<file path="src/rtl/core/ctjt_pkg.sv">
`timescale 1ns / 1ps
// ----------------------------------------------------------------------------
// ctjt_pkg
// Shared constants, types and the raised-cosine table function of the
// cosine joint trajectory unit.
// ----------------------------------------------------------------------------
package ctjt_pkg;

  localparam int JOINT_COUNT        = 7;
  localparam int JOINT_SLOTS        = 7;
  localparam int SMOOTH_TABLE_DEPTH = 1024;

  localparam int JOINT_W   = 23;
  localparam int PERIOD_W  = 17;
  localparam int ELAPSED_W = 32;
  localparam int DUR_W     = 26;
  localparam int FRAC_W    = 16;
  localparam int SMOOTH_W  = 17;
  localparam int CFG_IDX_W = 3;
  localparam int CFG_W     = DUR_W;

  localparam logic [DUR_W-1:0]    DUR_RESET = DUR_W'(5000000);
  localparam logic [SMOOTH_W-1:0] ONE_Q16   = SMOOTH_W'(65536);
  localparam logic [63:0]         PI_Q30    = 64'd3373259426;

  // Register indexes of the configuration port.
  localparam logic [CFG_IDX_W-1:0] REG_DURATION = CFG_IDX_W'(7);

  typedef enum logic [2:0] {
    S_IDLE,
    S_START,
    S_DIV,
    S_ROM,
    S_MUL,
    S_SUM,
    S_OUT
  } state_t;

  typedef struct packed {
    logic latch;
    logic diff_en;
    logic mul_en;
    logic sum_en;
  } lane_ctl_t;

  typedef struct packed {
    logic              full;
    logic [FRAC_W-1:0] frac;
  } prog_t;

  // Q0.16 of 0.5 - 0.5 cos(theta) for theta in Q30, by an eight-term series.
  function automatic logic [SMOOTH_W-1:0] smooth_half(input logic [63:0] theta);
    logic [63:0]        t;
    logic [63:0]        term;
    logic signed [63:0] sum;
    logic [63:0]        rnd;
    t    = (theta * theta) >> 30;
    term = t >> 1;
    sum  = $signed(term);
    term = ((term * t) >> 30) / 64'd12;
    sum  = sum - $signed(term);
    term = ((term * t) >> 30) / 64'd30;
    sum  = sum + $signed(term);
    term = ((term * t) >> 30) / 64'd56;
    sum  = sum - $signed(term);
    term = ((term * t) >> 30) / 64'd90;
    sum  = sum + $signed(term);
    term = ((term * t) >> 30) / 64'd132;
    sum  = sum - $signed(term);
    term = ((term * t) >> 30) / 64'd182;
    sum  = sum + $signed(term);
    term = ((term * t) >> 30) / 64'd240;
    sum  = sum - $signed(term);
    if (sum < 0) begin
      sum = 0;
    end
    rnd = ($unsigned(sum) + 64'd16384) >> 15;
    return rnd[SMOOTH_W-1:0];
  endfunction

endpackage

</file>
<file path="src/rtl/core/ctjt_lane.sv">
`timescale 1ns / 1ps
// ----------------------------------------------------------------------------
// ctjt_lane
// One joint: holds the start pose and forms start + smooth * (target - start)
// scaled down by 2^16 with a floor.
// ----------------------------------------------------------------------------
module ctjt_lane (
  input  logic                                clk,
  input  logic                                rst_n,
  input  ctjt_pkg::lane_ctl_t                 ctl,
  input  logic signed [ctjt_pkg::JOINT_W-1:0] measured,
  input  logic signed [ctjt_pkg::JOINT_W-1:0] target,
  input  logic [ctjt_pkg::SMOOTH_W-1:0]       smooth,
  output logic signed [ctjt_pkg::JOINT_W-1:0] command
);

  localparam int JW = ctjt_pkg::JOINT_W;
  localparam int SW = ctjt_pkg::SMOOTH_W;
  localparam int PW = JW + 1 + SW + 1;

  logic signed [JW-1:0] start_r;
  logic signed [JW:0]   diff_r;
  logic signed [JW-1:0] scaled_r;
  logic signed [JW-1:0] cmd_r;
  logic signed [PW-1:0] prod;

  assign prod = $signed({1'b0, smooth}) * diff_r;

  always_ff @(posedge clk) begin
    if (!rst_n) begin
      start_r <= '0;
    end else if (ctl.latch) begin
      start_r <= measured;
    end
  end

  // Only the low bits of the floored product matter after the final wrap.
  always_ff @(posedge clk) begin
    if (ctl.diff_en) begin
      diff_r <= (JW + 1)'(target) - (JW + 1)'(start_r);
    end
    if (ctl.mul_en) begin
      scaled_r <= prod[16 +: JW];
    end
    if (ctl.sum_en) begin
      cmd_r <= start_r + scaled_r;
    end
  end

  assign command = cmd_r;

endmodule
</file>
<file path="config.mk">
export PLATFORM = sky130hd
export DESIGN_NAME = ctjt_lane
export DESIGN_NICKNAME = d
export VERILOG_FILES = /design/src/rtl/core/ctjt_pkg.sv /design/src/rtl/core/ctjt_lane.sv
export SDC_FILE = /design/constraint.sdc
export NUM_CORES = 1
export LEC_CHECK = 0
export ABC_CLOCK_PERIOD_IN_PS = 6900
export BUFFER_PORTS_ARGS = -buffer_cell sky130_fd_sc_hd__buf_2
export CAP_MARGIN = 10
export CORE_MARGIN = 2
export CORE_UTILIZATION = 50
export CTS_CLUSTER_SIZE = 40
export DETAILED_ROUTE_END_ITERATION = 7
export PLACE_DENSITY = 0.67
export SYNTH_ARGS = -nofsm -noshare
export SYNTH_HDL_FRONTEND = slang
export SYNTH_SLANG_ARGS = --single-unit
</file>
<file path="constraint.sdc">
create_clock -name clk -period 6.9 [get_ports clk]
set_input_delay 0.345 -clock clk [delete_from_list [all_inputs] [get_ports clk]]
set_output_delay 0.345 -clock clk [all_outputs]
set_load 0.01 [all_outputs]
</file>
==> flow_summary.json <==
{
  "first_iter_violations": 804,
  "grt_pass1_wl_mm": 73.9,
  "vias": 13117,
  "synth_nets": 2548,
  "cts_hold_buf": 0,
  "layout-drive-gt1-share": 0.0845,
  "final-hold-violation-count": 0,
  "worstSetupStartpointType": "flop",
  "fmax_mhz": 150,
  "yosysSeqAreaShare": 0.137,
  "grt_max_degree": 25,
  "synth_top_area_share": 0.408,
  "synth_largest_area_cell": "fa_1",
  "rsz0062_at_grt": "false",
  "status": "finished, final reports clean",
  "initial_utilization": 0.510,
  "cpLargestDelayFamily": "adder cells",
  "core-area_um2": 36700,
  "grt.met3_usage": 0.0289,
  "crit_fanout": 10,
  "grt.busiest_layer": "met2",
  "tightest_slew_ns": 0.772,
  "cap_violations": 0,
  "clk_pin_slew_worst_paths_ns": 0.07,
  "syn-instance-count": 1961,
  "crit_path_end_kind": "flop",
  "diodes": 0,
  "grt_usage": 0.244,
  "cts_max_path_buffers": 2,
  "io_buffers": 91,
  "drc": 0,
  "syn_area_per_cell_um2": 9.54,
  "antenna_found_initial": 0,
  "cp.depth": 22,
  "syn_to_final_growth_pct": 7.89,
  "ant_nets": 0,
  "path_cells": "buf_4, and2_1, fa_1, inv_1, fa_1, fa_1, inv_1, fa_1, fa_1, fa_1, ha_1, a2111oi_2, buf_4, nand2_1, nor2_1, nand2_1, nor4bb_1, buf_4, o21ai_1, and2_1, o21ai_1, xor2_1",
  "fin_skew_ns": 0.00848,
  "seqCellArea_um2": 2560,
  "async_flop_share": 0,
  "cts_tree": "done",
  "n_fill_cell": 3265,
  "path_class": "reg -> reg",
  "io_pins": 92,
  "gp_congestion": 0.903,
  "routed_via_density": 5.22,
  "cts_max_level": 3,
  "clock-sinks": 93,
  "grt_pass1_vias": 13996,
  "reg2reg_depth": 22,
  "firstDrtPassIters": 5,
  "synth_area_leaders": "fa_1 (41%), edfxtp_1 (11%), inv_1 (9.6%), ha_1 (9.2%), and2_1 (6.1%)",
  "cts_root_buffer": "clkbuf_16",
  "path_buf_inv": 5,
  "wl_per_cell_um": 17.5,
  "synth_seq_cells": 93,
  "grt_util_met2": 0.413,
  "worst_path_most_repeated_cell": "fa_1",
  "slew_viol_final": 0,
  "die_h_um": 197,
  "slew_headroom": 0.485,
  "clock_latency_ns": 0.36,
  "cts_buffers": 9,
  "die-area_um2": 39000,
  "synthFlopType": "edfxtp_1",
  "critPathMaxStageDelay_ns": 0.58,
  "min_period_ns": 6.67,
  "worstPathArrival_ns": 6.78,
  "grt.overflow.total": 0,
  "synth_edf_count": 70,
  "die_w_um": 197,
  "synth_cell_types": 59,
  "setup_violations": 0,
  "yosys_warnings": 0,
  "worstHoldPathCells": 3,
  "wl_mm": 44.0,
  "fin_crit_sh": 0.967,
  "cp.required_ns": 7.01,
  "multi_input_area_um2": 14100,
  "synth_area_um2": 18700,
  "rows": 70,
  "hpwl_mm": 37.2,
  "hold_class": "in -> reg",
  "fin_tns_setup_ns": 0,
  "met1_usage": 0.340,
  "critPathSlowestCell": "fa_1",
  "fin_nets": 2629
}
==> what timing repair did <==
item,CTS,global route
setup endpoints to repair,0,5
gates resized for setup,0,1
setup buffers,0,15
==> final cells by class <==
type	instances	area share
Tap cell	468	0.0290
Multi-Input combinational cell	1325	0.699
Clock inverter	6	0.00465
Inverter	478	0.0889
Timing Repair Buffer	135	0.0396
Sequential cell	93	0.127
Clock buffer	10	0.0118
==> sequential cells by signal, summed over array words and instances (netlist names) <==
| signal | count |
|---|---|
| diff_r | 24 |
| scaled_r | 23 |
| start_r | 23 |
| command | 23 |
==> final timing paths <==
path	slack [ns]	end	start
min	0.24	start_r[4]$_SDFFE_PN0P_	measured[4]
min reg2reg	0.54	start_r[10]$_SDFFE_PN0P_	start_r[10]$_SDFFE_PN0P_
max reg2reg	0.23	scaled_r[20]$_DFFE_PP_	diff_r[8]$_DFFE_PP_
max	0.23	scaled_r[20]$_DFFE_PP_	diff_r[8]$_DFFE_PP_
==> metrics by stage <==
stage	utilization	worst slack [ns]	std cells	area [um^2]	hold slack (ns)
5_1_grt	0.550	0.000787	2515	20200	0.244
6_report	0.550	0.225	2515	20200	0.242
2_1_floorplan	-	0.941	1961	18700	0.457
3_5_place_dp	0.537	0.103	2484	19700	0.540
4_1_cts	0.546	0.0747	2500	20100	0.233
3_3_place_gp	0.537	0.276	2484	19700	0.529
==> kinds of logic (layout without fill, tap and decap cells) <==
family,count (synthesis),in the layout,synth area share
AOI/OAI and AO/OA,168,168,0.0636
muxes,23,23,0.0123
buffers and inverters,543,629,0.109
and+or+nand+nor,539,539,0.143
DFF,93,93,0.137
xor gates and xnor gates,77,77,0.0361
adders and majority gates,518,518,0.499
==> Yosys cell counts, types with 2 or more instances <==
master and n:
xnor2_1 59, clkbuf_1 62, buf_1 2, a211oi_2 6
nor2_1 28, dfxtp_1 23, and3_1 9, a21oi_1 44
xor2_1 18, nand4_1 3, o21ai_0 18, and2_1 182
fa_1 381, and4_1 2, nor2b_1 34, mux2i_1 23
a311oi_1 3, nand2_1 251, o31ai_1 2, o2111ai_1 2
a21o_1 34, nand3_1 10, a31oi_1 3, nor3_1 6
ha_1 137, a211oi_1 3, o211ai_1 3, a2111oi_2 2
nand2b_1 5, o21ai_1 13, o21a_1 7, a211o_1 2
edfxtp_1 70, o21bai_1 5, a21oi_2 4, a2111oi_1 2
or3_1 5, inv_1 477
==> tightest hold or removal path, delay by kind of cell <==
family / cells / cell delay, ns
mux: 1 / 0.05
buf+inv: 1 / 0.07
simple gates: 1 / 0.09
==> cells in the final DEF, fill, tap and decap left out, types with 7 or more instances in the layout <==
cell type and n:
nand2_1 251, o21a_1 7, inv_1 477, nor2b_1 34, mux2i_1 23, fa_1 381, o21ai_0 18, and3_1 9
clkbuf_16 9, a21o_1 34, o21ai_1 13, and2_1 182, nor2_1 28, nand3_1 10, a21oi_1 44, xor2_1 18
buf_4 43, xnor2_1 59, edfxtp_1 70, buf_2 91, dfxtp_1 23, ha_1 137
==> metal layers <==
layer	up-vias	routed length (um)
met5	-	0
met4	0	680
met3	33	2100
met2	346	21800
met1	6702	19500
li1	6036	-
Power is left out: the tool's default activity adds up to more than one toggle a clock period on the data nets, which glitch-free logic cannot reach.
