## config.mk

```make
export PLATFORM = sky130hd
export DESIGN_NAME = ctjt_progress_div
export DESIGN_NICKNAME = d
export VERILOG_FILES = /design/src/rtl/core/ctjt_pkg.sv /design/src/rtl/core/ctjt_progress_div.sv
export SDC_FILE = /design/constraint.sdc
export NUM_CORES = 1
export LEC_CHECK = 0
export ABC_AREA = 1
export BUFFER_PORTS_ARGS = -buffer_cell sky130_fd_sc_hd__buf_4
export CAP_MARGIN = 20
export CORE_MARGIN = 10
export CORE_UTILIZATION = 50
export CTS_CLUSTER_SIZE = 10
export DETAILED_ROUTE_END_ITERATION = 10
export PLACE_DENSITY = 0.73
export SYNTH_ARGS = -nofsm -noshare
export SYNTH_HDL_FRONTEND = slang
export SYNTH_SLANG_ARGS = --single-unit
```

## constraint.sdc

```tcl
create_clock -name clk -period 2.65 [get_ports clk]
set_input_delay 0 -clock clk [delete_from_list [all_inputs] [get_ports clk]]
set_output_delay 0 -clock clk [all_outputs]
set_load 0.05 [all_outputs]
```

## src/rtl/core/ctjt_pkg.sv

```systemverilog
`timescale 1ns / 1ps
// ----------------------------------------------------------------------------
// ctjt_pkg
// Shared constants, types and the raised-cosine table function of the
// cosine joint trajectory unit.
// ----------------------------------------------------------------------------
package ctjt_pkg;

  localparam int JOINT_COUNT        = 7;
  localparam int JOINT_SLOTS        = 7;
  localparam int SMOOTH_TABLE_DEPTH = 1024;

  localparam int JOINT_W   = 23;
  localparam int PERIOD_W  = 17;
  localparam int ELAPSED_W = 32;
  localparam int DUR_W     = 26;
  localparam int FRAC_W    = 16;
  localparam int SMOOTH_W  = 17;
  localparam int CFG_IDX_W = 3;
  localparam int CFG_W     = DUR_W;

  localparam logic [DUR_W-1:0]    DUR_RESET = DUR_W'(5000000);
  localparam logic [SMOOTH_W-1:0] ONE_Q16   = SMOOTH_W'(65536);
  localparam logic [63:0]         PI_Q30    = 64'd3373259426;

  // Register indexes of the configuration port.
  localparam logic [CFG_IDX_W-1:0] REG_DURATION = CFG_IDX_W'(7);

  typedef enum logic [2:0] {
    S_IDLE,
    S_START,
    S_DIV,
    S_ROM,
    S_MUL,
    S_SUM,
    S_OUT
  } state_t;

  typedef struct packed {
    logic latch;
    logic diff_en;
    logic mul_en;
    logic sum_en;
  } lane_ctl_t;

  typedef struct packed {
    logic              full;
    logic [FRAC_W-1:0] frac;
  } prog_t;

  // Q0.16 of 0.5 - 0.5 cos(theta) for theta in Q30, by an eight-term series.
  function automatic logic [SMOOTH_W-1:0] smooth_half(input logic [63:0] theta);
    logic [63:0]        t;
    logic [63:0]        term;
    logic signed [63:0] sum;
    logic [63:0]        rnd;
    t    = (theta * theta) >> 30;
    term = t >> 1;
    sum  = $signed(term);
    term = ((term * t) >> 30) / 64'd12;
    sum  = sum - $signed(term);
    term = ((term * t) >> 30) / 64'd30;
    sum  = sum + $signed(term);
    term = ((term * t) >> 30) / 64'd56;
    sum  = sum - $signed(term);
    term = ((term * t) >> 30) / 64'd90;
    sum  = sum + $signed(term);
    term = ((term * t) >> 30) / 64'd132;
    sum  = sum - $signed(term);
    term = ((term * t) >> 30) / 64'd182;
    sum  = sum + $signed(term);
    term = ((term * t) >> 30) / 64'd240;
    sum  = sum - $signed(term);
    if (sum < 0) begin
      sum = 0;
    end
    rnd = ($unsigned(sum) + 64'd16384) >> 15;
    return rnd[SMOOTH_W-1:0];
  endfunction

endpackage

```

## src/rtl/core/ctjt_progress_div.sv

```systemverilog
`timescale 1ns / 1ps
// ----------------------------------------------------------------------------
// ctjt_progress_div
// Progress unit: min(elapsed * 2^16 / duration, 1) in Q0.16, one quotient
// bit per cycle by restoring division.
// ----------------------------------------------------------------------------
module ctjt_progress_div (
  input  logic                           clk,
  input  logic                           rst_n,
  input  logic                           start,
  input  logic [ctjt_pkg::ELAPSED_W-1:0] elapsed,
  input  logic [ctjt_pkg::DUR_W-1:0]     duration,
  output ctjt_pkg::prog_t                prog,
  output logic                           done
);

  localparam int DW = ctjt_pkg::DUR_W;
  localparam int FW = ctjt_pkg::FRAC_W;
  localparam int CW = $clog2(FW);

  logic [DW-1:0] rem_r, rem_nxt;
  logic [FW-1:0] quo_r;
  logic [CW-1:0] cnt_r;
  logic          busy_r;
  logic          full_r;
  logic          done_r;
  logic [DW:0]   rem2;
  logic          ge;

  assign rem2    = {rem_r, 1'b0};
  assign ge      = rem2 >= {1'b0, duration};
  assign rem_nxt = ge ? DW'(rem2 - {1'b0, duration}) : rem2[DW-1:0];

  always_ff @(posedge clk) begin
    if (!rst_n) begin
      busy_r <= 1'b0;
      done_r <= 1'b0;
      cnt_r  <= '0;
    end else begin
      done_r <= 1'b0;
      if (start) begin
        // Elapsed at or past the duration (or a zero duration) ends the move.
        if (elapsed >= ctjt_pkg::ELAPSED_W'(duration)) begin
          done_r <= 1'b1;
        end else begin
          busy_r <= 1'b1;
        end
        cnt_r <= '0;
      end else if (busy_r) begin
        cnt_r <= cnt_r + 1'b1;
        if (cnt_r == CW'(FW - 1)) begin
          busy_r <= 1'b0;
          done_r <= 1'b1;
        end
      end
    end
  end

  always_ff @(posedge clk) begin
    if (start) begin
      full_r <= elapsed >= ctjt_pkg::ELAPSED_W'(duration);
      rem_r  <= elapsed[DW-1:0];
      quo_r  <= '0;
    end else if (busy_r) begin
      rem_r <= rem_nxt;
      quo_r <= {quo_r[FW-2:0], ge};
    end
  end

  assign prog.full = full_r;
  assign prog.frac = quo_r;
  assign done      = done_r;

endmodule

```

==> flow_summary.yaml, run 1 <==
status:
  status: "finished clean"
layout:
  fin_area_um2: 5980
  fillCellCount: 932
  stdcell_count: 987
  syn_to_final_growth_pct: 21.4
  drive_gt1_share_pct: 14.2
  mostFrequentLayoutCell: "nand2_1"
  layout.nets: 968
  num_antenna_cells: 0
  final_cell_mix: "nand2_1 (257), inv_1 (136), buf_4 (83)"
floorplan:
  start_util_pct: 50.9
  die_width_um: 119
  std_cell_rows: 36
  ioPinCount: 79
  core_um2: 9680
  die_h_um: 119
  die_area_um2: 14200
critical_path:
  ff2ff_path_depth: 10
  worstSetupStartpoint: "rem_r[13]$_DFFE_PP_"
  crit_buf_inv: 1
  cpLargestDelayFamily: "simple AND/OR/NAND/NOR gates"
  crit_chain: "ha_1, a21oi_2, nand2_1, a21oi_2, nor2_2, nor2_8, buf_4, nand3b_1, nand3_1, nand2_1"
  critPathCaptureType: "flip-flop"
  rrSetupSlack_ps: 220
  critPathMaxStageDelay_ps: 400
  cp.required_ps: 2720
  rr_startpoint: "rem_r[13]$_DFFE_PP_"
  crit_slowest_cell: "edfxtp_1"
  arrival_ps: 2500
  cp_max_fo: 14
  startpoint_type: "flip-flop"
  rr_endpoint: "rem_r[10]$_DFFE_PP_"
  critical_path_class: "flip-flop to flip-flop"
logic_synthesis:
  synth_area_um2: 4930
  ys_seq_elements: 49
  synth_top_area_share_pct: 19.6
  syn_inst: 752
  ys_warn_count: 0
  synth_top_area_cell: "nand2_1"
  synth.area.top_cells: "nand2_1 (20%), edfxtp_1 (16%), ha_1 (13%)"
  ys_types: 43
  syn_nets: 867
  ys_seq_area_share_pct: 25.4
  synth.avg_cell_area_um2: 6.55
clock_network:
  postCtsHoldBufs: 25
  postCtsSetupRepairBufs: 0
  htree_levels: 2
  clock_latency_ps: 320
  cts.clk_slew.worst_paths_ps: 110
  post_cts_resized: 0
  clock-root-buffer: "clkbuf_8"
  cts.sinks: 49
  cts_inserted_buffers: 5
  cts_tree: "done"
  clock_path_buffers: 2
route:
  vias: 4968
  drc: 0
  vias_per_cell: 5.03
  post_drt_wl_per_cell_um: 14.6
  drt_first_pass_iters: 5
  dr.first_iter.drc_count: 285
  routed_wl_mm: 14.4
  postRouteAntennaNets: 0
grt:
  grt_max_degree: 32
  antenna_found_initial: 0
  grt_use_total_pct: 20.5
  grt_pass1_wl_mm: 24.5
  grt_pass1_vias: 5151
  grt_overflow: 0
pwr:
  pwr-share-clk_pct: 20.3
  pwr-share-comb_pct: 45.7
  irDropWorstVdd_mv: 0.303
  p_sw_share_pct: 40.2
  p_sw_mw: 1.07
  power_density_nw_per_um2: 446
  internal_power_mw: 1.59
  p_seq_share_pct: 34.0
  p_leak_nw: 3.19
sta:
  setup_violations: 0
  period_needed_ps: 2430
  finalHoldViolations: 0
  hold_ws_ps: 41.9
  slew_headroom_pct: 63.7
  period_share_pct: 91.6
  worst_slew_pin_slew_ps: 544
  rsz0062_at_grt: "no"
  worst_clock_skew_ps: 15.6
  fmax_ghz: 0.412
  tns_ps: 0
  slew_violations: 0
place:
  placed_cell_area_um2: 5620
  gp_congestion: 0.975
  hpwl_mm: 11.6
  portBuffers: 78
  dp_cells: 954
min_path:
  min_from: "elapsed[0]"
  min_path_type: "primary input to flip-flop"
  worst_hold_path.endpoint: "rem_r[0]$_DFFE_PP_"
  min_path_cells: 3
job:
  cap_viol_max_count: 0
flip-flops by register name, indices dropped and copies added (netlist names):
signal / cells
full_r: 1
quo_r: 16
done: 1
cnt_r: 4
busy_r: 1
rem_r: 26
how the worst max path moves through the flow:
stage	endpoint	cells after the start
global placement	rem_r[10]$_DFFE_PP_	10
global route	rem_r[12]$_DFFE_PP_	12
CTS	rem_r[23]$_DFFE_PP_	12
detailed placement	rem_r[23]$_DFFE_PP_	12
floorplan	rem_r[24]$_DFFE_PP_	12
finish	rem_r[10]$_DFFE_PP_	10
cells by family (layout without fill, tap and decap cells):
logic type                 Yosys count  after routing  share of synthesized area, %
AOI/OAI and AO/OA                   66             66                          7.52
xor gates and xnor gates            10             10                          1.78
adders and majority gates           54             54                          13.9
buffers and inverters              155            257                          12.6
DFF                                 49             49                          25.4
and+or+nand+nor                    418            418                          38.8
cells in the mapped netlist:
library cell and count:
buf_1 3, nand3_1 60, buf_8 1, nor2_8 1, nor2_2 6, clkbuf_1 3
nand2_8 1, nor3_2 1, nand3_2 10, nand2_1 257, buf_6 2, o21a_1 1
xnor2_1 10, ha_1 53, a21o_1 1, edfxtp_1 27, o21ai_0 10, a21oi_1 33
nand2_4 1, nand4_1 9, nand3b_4 1, o21ai_1 1, inv_1 136, or2_1 1
a21oi_2 2, inv_2 3, nand2_2 3, or2_2 1, clkinv_1 2, nor2_1 37
buf_2 2, nand3b_1 18, nor3_1 6, buf_4 3, and3_1 1, o21bai_1 4
fa_1 1, nor2_4 1, and2_1 1, dfxtp_1 22, nor2b_1 1, o22ai_1 14
nor4_1 1
worst register-to-register path, delay by kind of cell (launching register included):
kind	cells	cell delay, ps
compound gates	2	460
buf+inv	1	230
flops	1	400
simple gates	6	710
fa+ha+maj	1	380
metal layers:
metal  global-route usage (%)  share of wire (%)
met5                        0                  0
met4                     5.04                2.1
met3                     3.73                5.2
met2                     35.8                 48
met1                     25.5                 45
cell type report:
| type | instances | area (µm²) | area share [%] |
|---|---|---|---|
| Multi-Input combinational cell | 548 | 3050 | 51.1 |
| Clock buffer | 7 | 97.6 | 1.63 |
| Tap cell | 133 | 166 | 2.78 |
| Inverter | 141 | 529 | 8.85 |
| Sequential cell | 49 | 1250 | 20.9 |
| Timing Repair Buffer | 108 | 873 | 14.6 |
| Clock inverter | 1 | 8.76 | 0.146 |
power groups by stage:
stage	Combinational [mW]	Sequential (mW)	Clock [mW]
global route	1.39	0.912	0.573
finish	1.22	0.906	0.541
detailed placement	1.18	0.923	0
global placement	1.16	0.920	0
CTS	1.21	0.905	0.550
floorplan	0.877	0.913	0
stage by stage:
stage / util, % / setup WS, ps / total power [mW]
5_1_grt: 61.7 / 16.5 / 2.87
2_1_floorplan: - / 597 / 1.79
3_5_place_dp: 58.1 / 252 / 2.10
4_1_cts: 61.7 / 217 / 2.67
3_3_place_gp: 58.1 / 259 / 2.08
6_report: 61.7 / 222 / 2.67
Note: power is estimated with default switching activity, not from simulation.
==> inputs of run 2 (changes only) <==
GPL_TIMING_DRIVEN = 0   (was default)
REMOVE_ABC_BUFFERS = 1   (was default)
==> flow_summary.yaml, run 2 (synthesis results as in run 1) <==
clock_network:
  cts_inserted_buffers: 5
  clock_latency_ps: 320
  clock_path_buffers: 2
  htree_levels: 2
  cts.sinks: 49
  cts_tree: "done"
  cts.clk_slew.worst_paths_ps: 110
  clock-root-buffer: "clkbuf_8"
route:
  dr.first_iter.drc_count: 337
  routed_wl_mm: 14.9
  vias_per_cell: 5.13
  vias: 5108
  post_drt_wl_per_cell_um: 15.0
  drt_first_pass_iters: 9
  drc: 0
  postRouteAntennaNets: 0
critical_path:
  critical_path_class: "flip-flop to flip-flop"
  cp.required_ps: 2740
  critPathCaptureType: "flip-flop"
  cp_max_fo: 14
  rrSetupSlack_ps: 150
  arrival_ps: 2590
  startpoint_type: "flip-flop"
place:
  post-place-ws_ps: -43.1
  dp_cells: 950
  hpwl_mm: 11.1
  gp_congestion: 0.919
  placed_cell_area_um2: 5610
  portBuffers: 78
layout:
  fillCellCount: 913
  stdcell_count: 995
  syn_to_final_growth_pct: 24.0
  fin_area_um2: 6110
  num_antenna_cells: 0
  layout.nets: 976
  final_cell_mix: "nand2_1 (257), inv_1 (136), buf_4 (86)"
  drive_gt1_share_pct: 15.3
  fin_util_pct: 63.1
  largest_reg_flops: 26
  mostFrequentLayoutCell: "nand2_1"
  top_regs: "rem_r (26), quo_r (16), cnt_r (4)"
  top_register: "rem_r"
sta:
  layout_setup_ws_ps: 149
  fmax_ghz: 0.400
  tns_ps: 0
  setup_violations: 0
  slew_violations: 0
  period_needed_ps: 2500
  slew_headroom_pct: 60.4
  worst_clock_skew_ps: 16.3
  hold_ws_ps: 45.7
  period_share_pct: 94.4
  finalHoldViolations: 0
  worst_slew_pin_slew_ps: 590
floorplan:
  die_h_um: 119
  start_util_pct: 50.9
  std_cell_rows: 36
  ioPinCount: 79
  die_width_um: 119
  die_area_um2: 14200
  core_um2: 9680
grt:
  grt_overflow: 0
  antenna_found_initial: 0
  grt_pass1_vias: 5265
  grt_use_total_pct: 20.5
  grt_max_degree: 32
  grt_pass1_wl_mm: 24.5
pwr:
  p_leak_nw: 3.24
  irDropWorstVdd_mv: 0.287
  power_density_nw_per_um2: 445
  p_total_mw: 2.72
job:
  cap_viol_max_count: 0
min_path:
  min_path_type: "primary input to flip-flop"
status:
  status: "finished clean"
==> run 2: metal layers <==
metal	vias to the layer above	global-route usage, %	part of all wire [%]	wire [µm]
li1	2616	-	-	-
met2	156	36.3	47	7040
met3	19	3.78	6.7	995
met5	-	0	0	0
met4	0	4.58	1.5	216
met1	2317	25.0	45	6640
==> run 2: area by class of cell <==
class | count | area, µm² | share of cell area [%]
clock inverters | 1 | 8.76 | 0.143
clock buffers | 7 | 97.6 | 1.60
flip-flops and latches | 49 | 1250 | 20.5
inverters | 141 | 529 | 8.67
multi-input cells | 551 | 3120 | 51.1
repair buffers | 113 | 936 | 15.3
well taps | 133 | 166 | 2.72
==> run 2: final timing paths <==
check                                      startpoint                    end  depth (start not counted)
worst max register to register    rem_r[17]$_DFFE_PP_    rem_r[22]$_DFFE_PP_                         13
worst min-delay path                      duration[0]     rem_r[0]$_DFFE_PP_                          3
worst max-delay path              rem_r[17]$_DFFE_PP_    rem_r[22]$_DFFE_PP_                         13
worst min register to register  cnt_r[3]$_SDFFE_PP0P_  cnt_r[3]$_SDFFE_PP0P_                          2
==> run 2: report_power, final <==
| group | switching (mW) | internal, mW |
|---|---|---|
| sequential | 0.0283 | 0.875 |
| combinational | 0.769 | 0.509 |
| clock | 0.289 | 0.247 |
| total | 1.09 | 1.63 |
==> run 2: timing repair <==
action,4_1_cts,5_1_grt
gates resized for setup,1,4
buffers inserted,0,9
setup endpoints to repair,2,27
pin swaps,2,3
hold buffers,25,0
hold endpoints to repair,26,0
gates cloned,1,2
==> run 2: critical path, cell delays in order (launching register included) <==
cell and delay (ps):
edfxtp_1 410, ha_1 390, nand2_1 120, nor2_2 180, nand2_1 100, nor2_2 170
nand3_2 100, nand2_4 130, nor2_8 40, buf_12 160, nand2_8 140, nand3_1 150
nand2_1 110, nand2_1 50
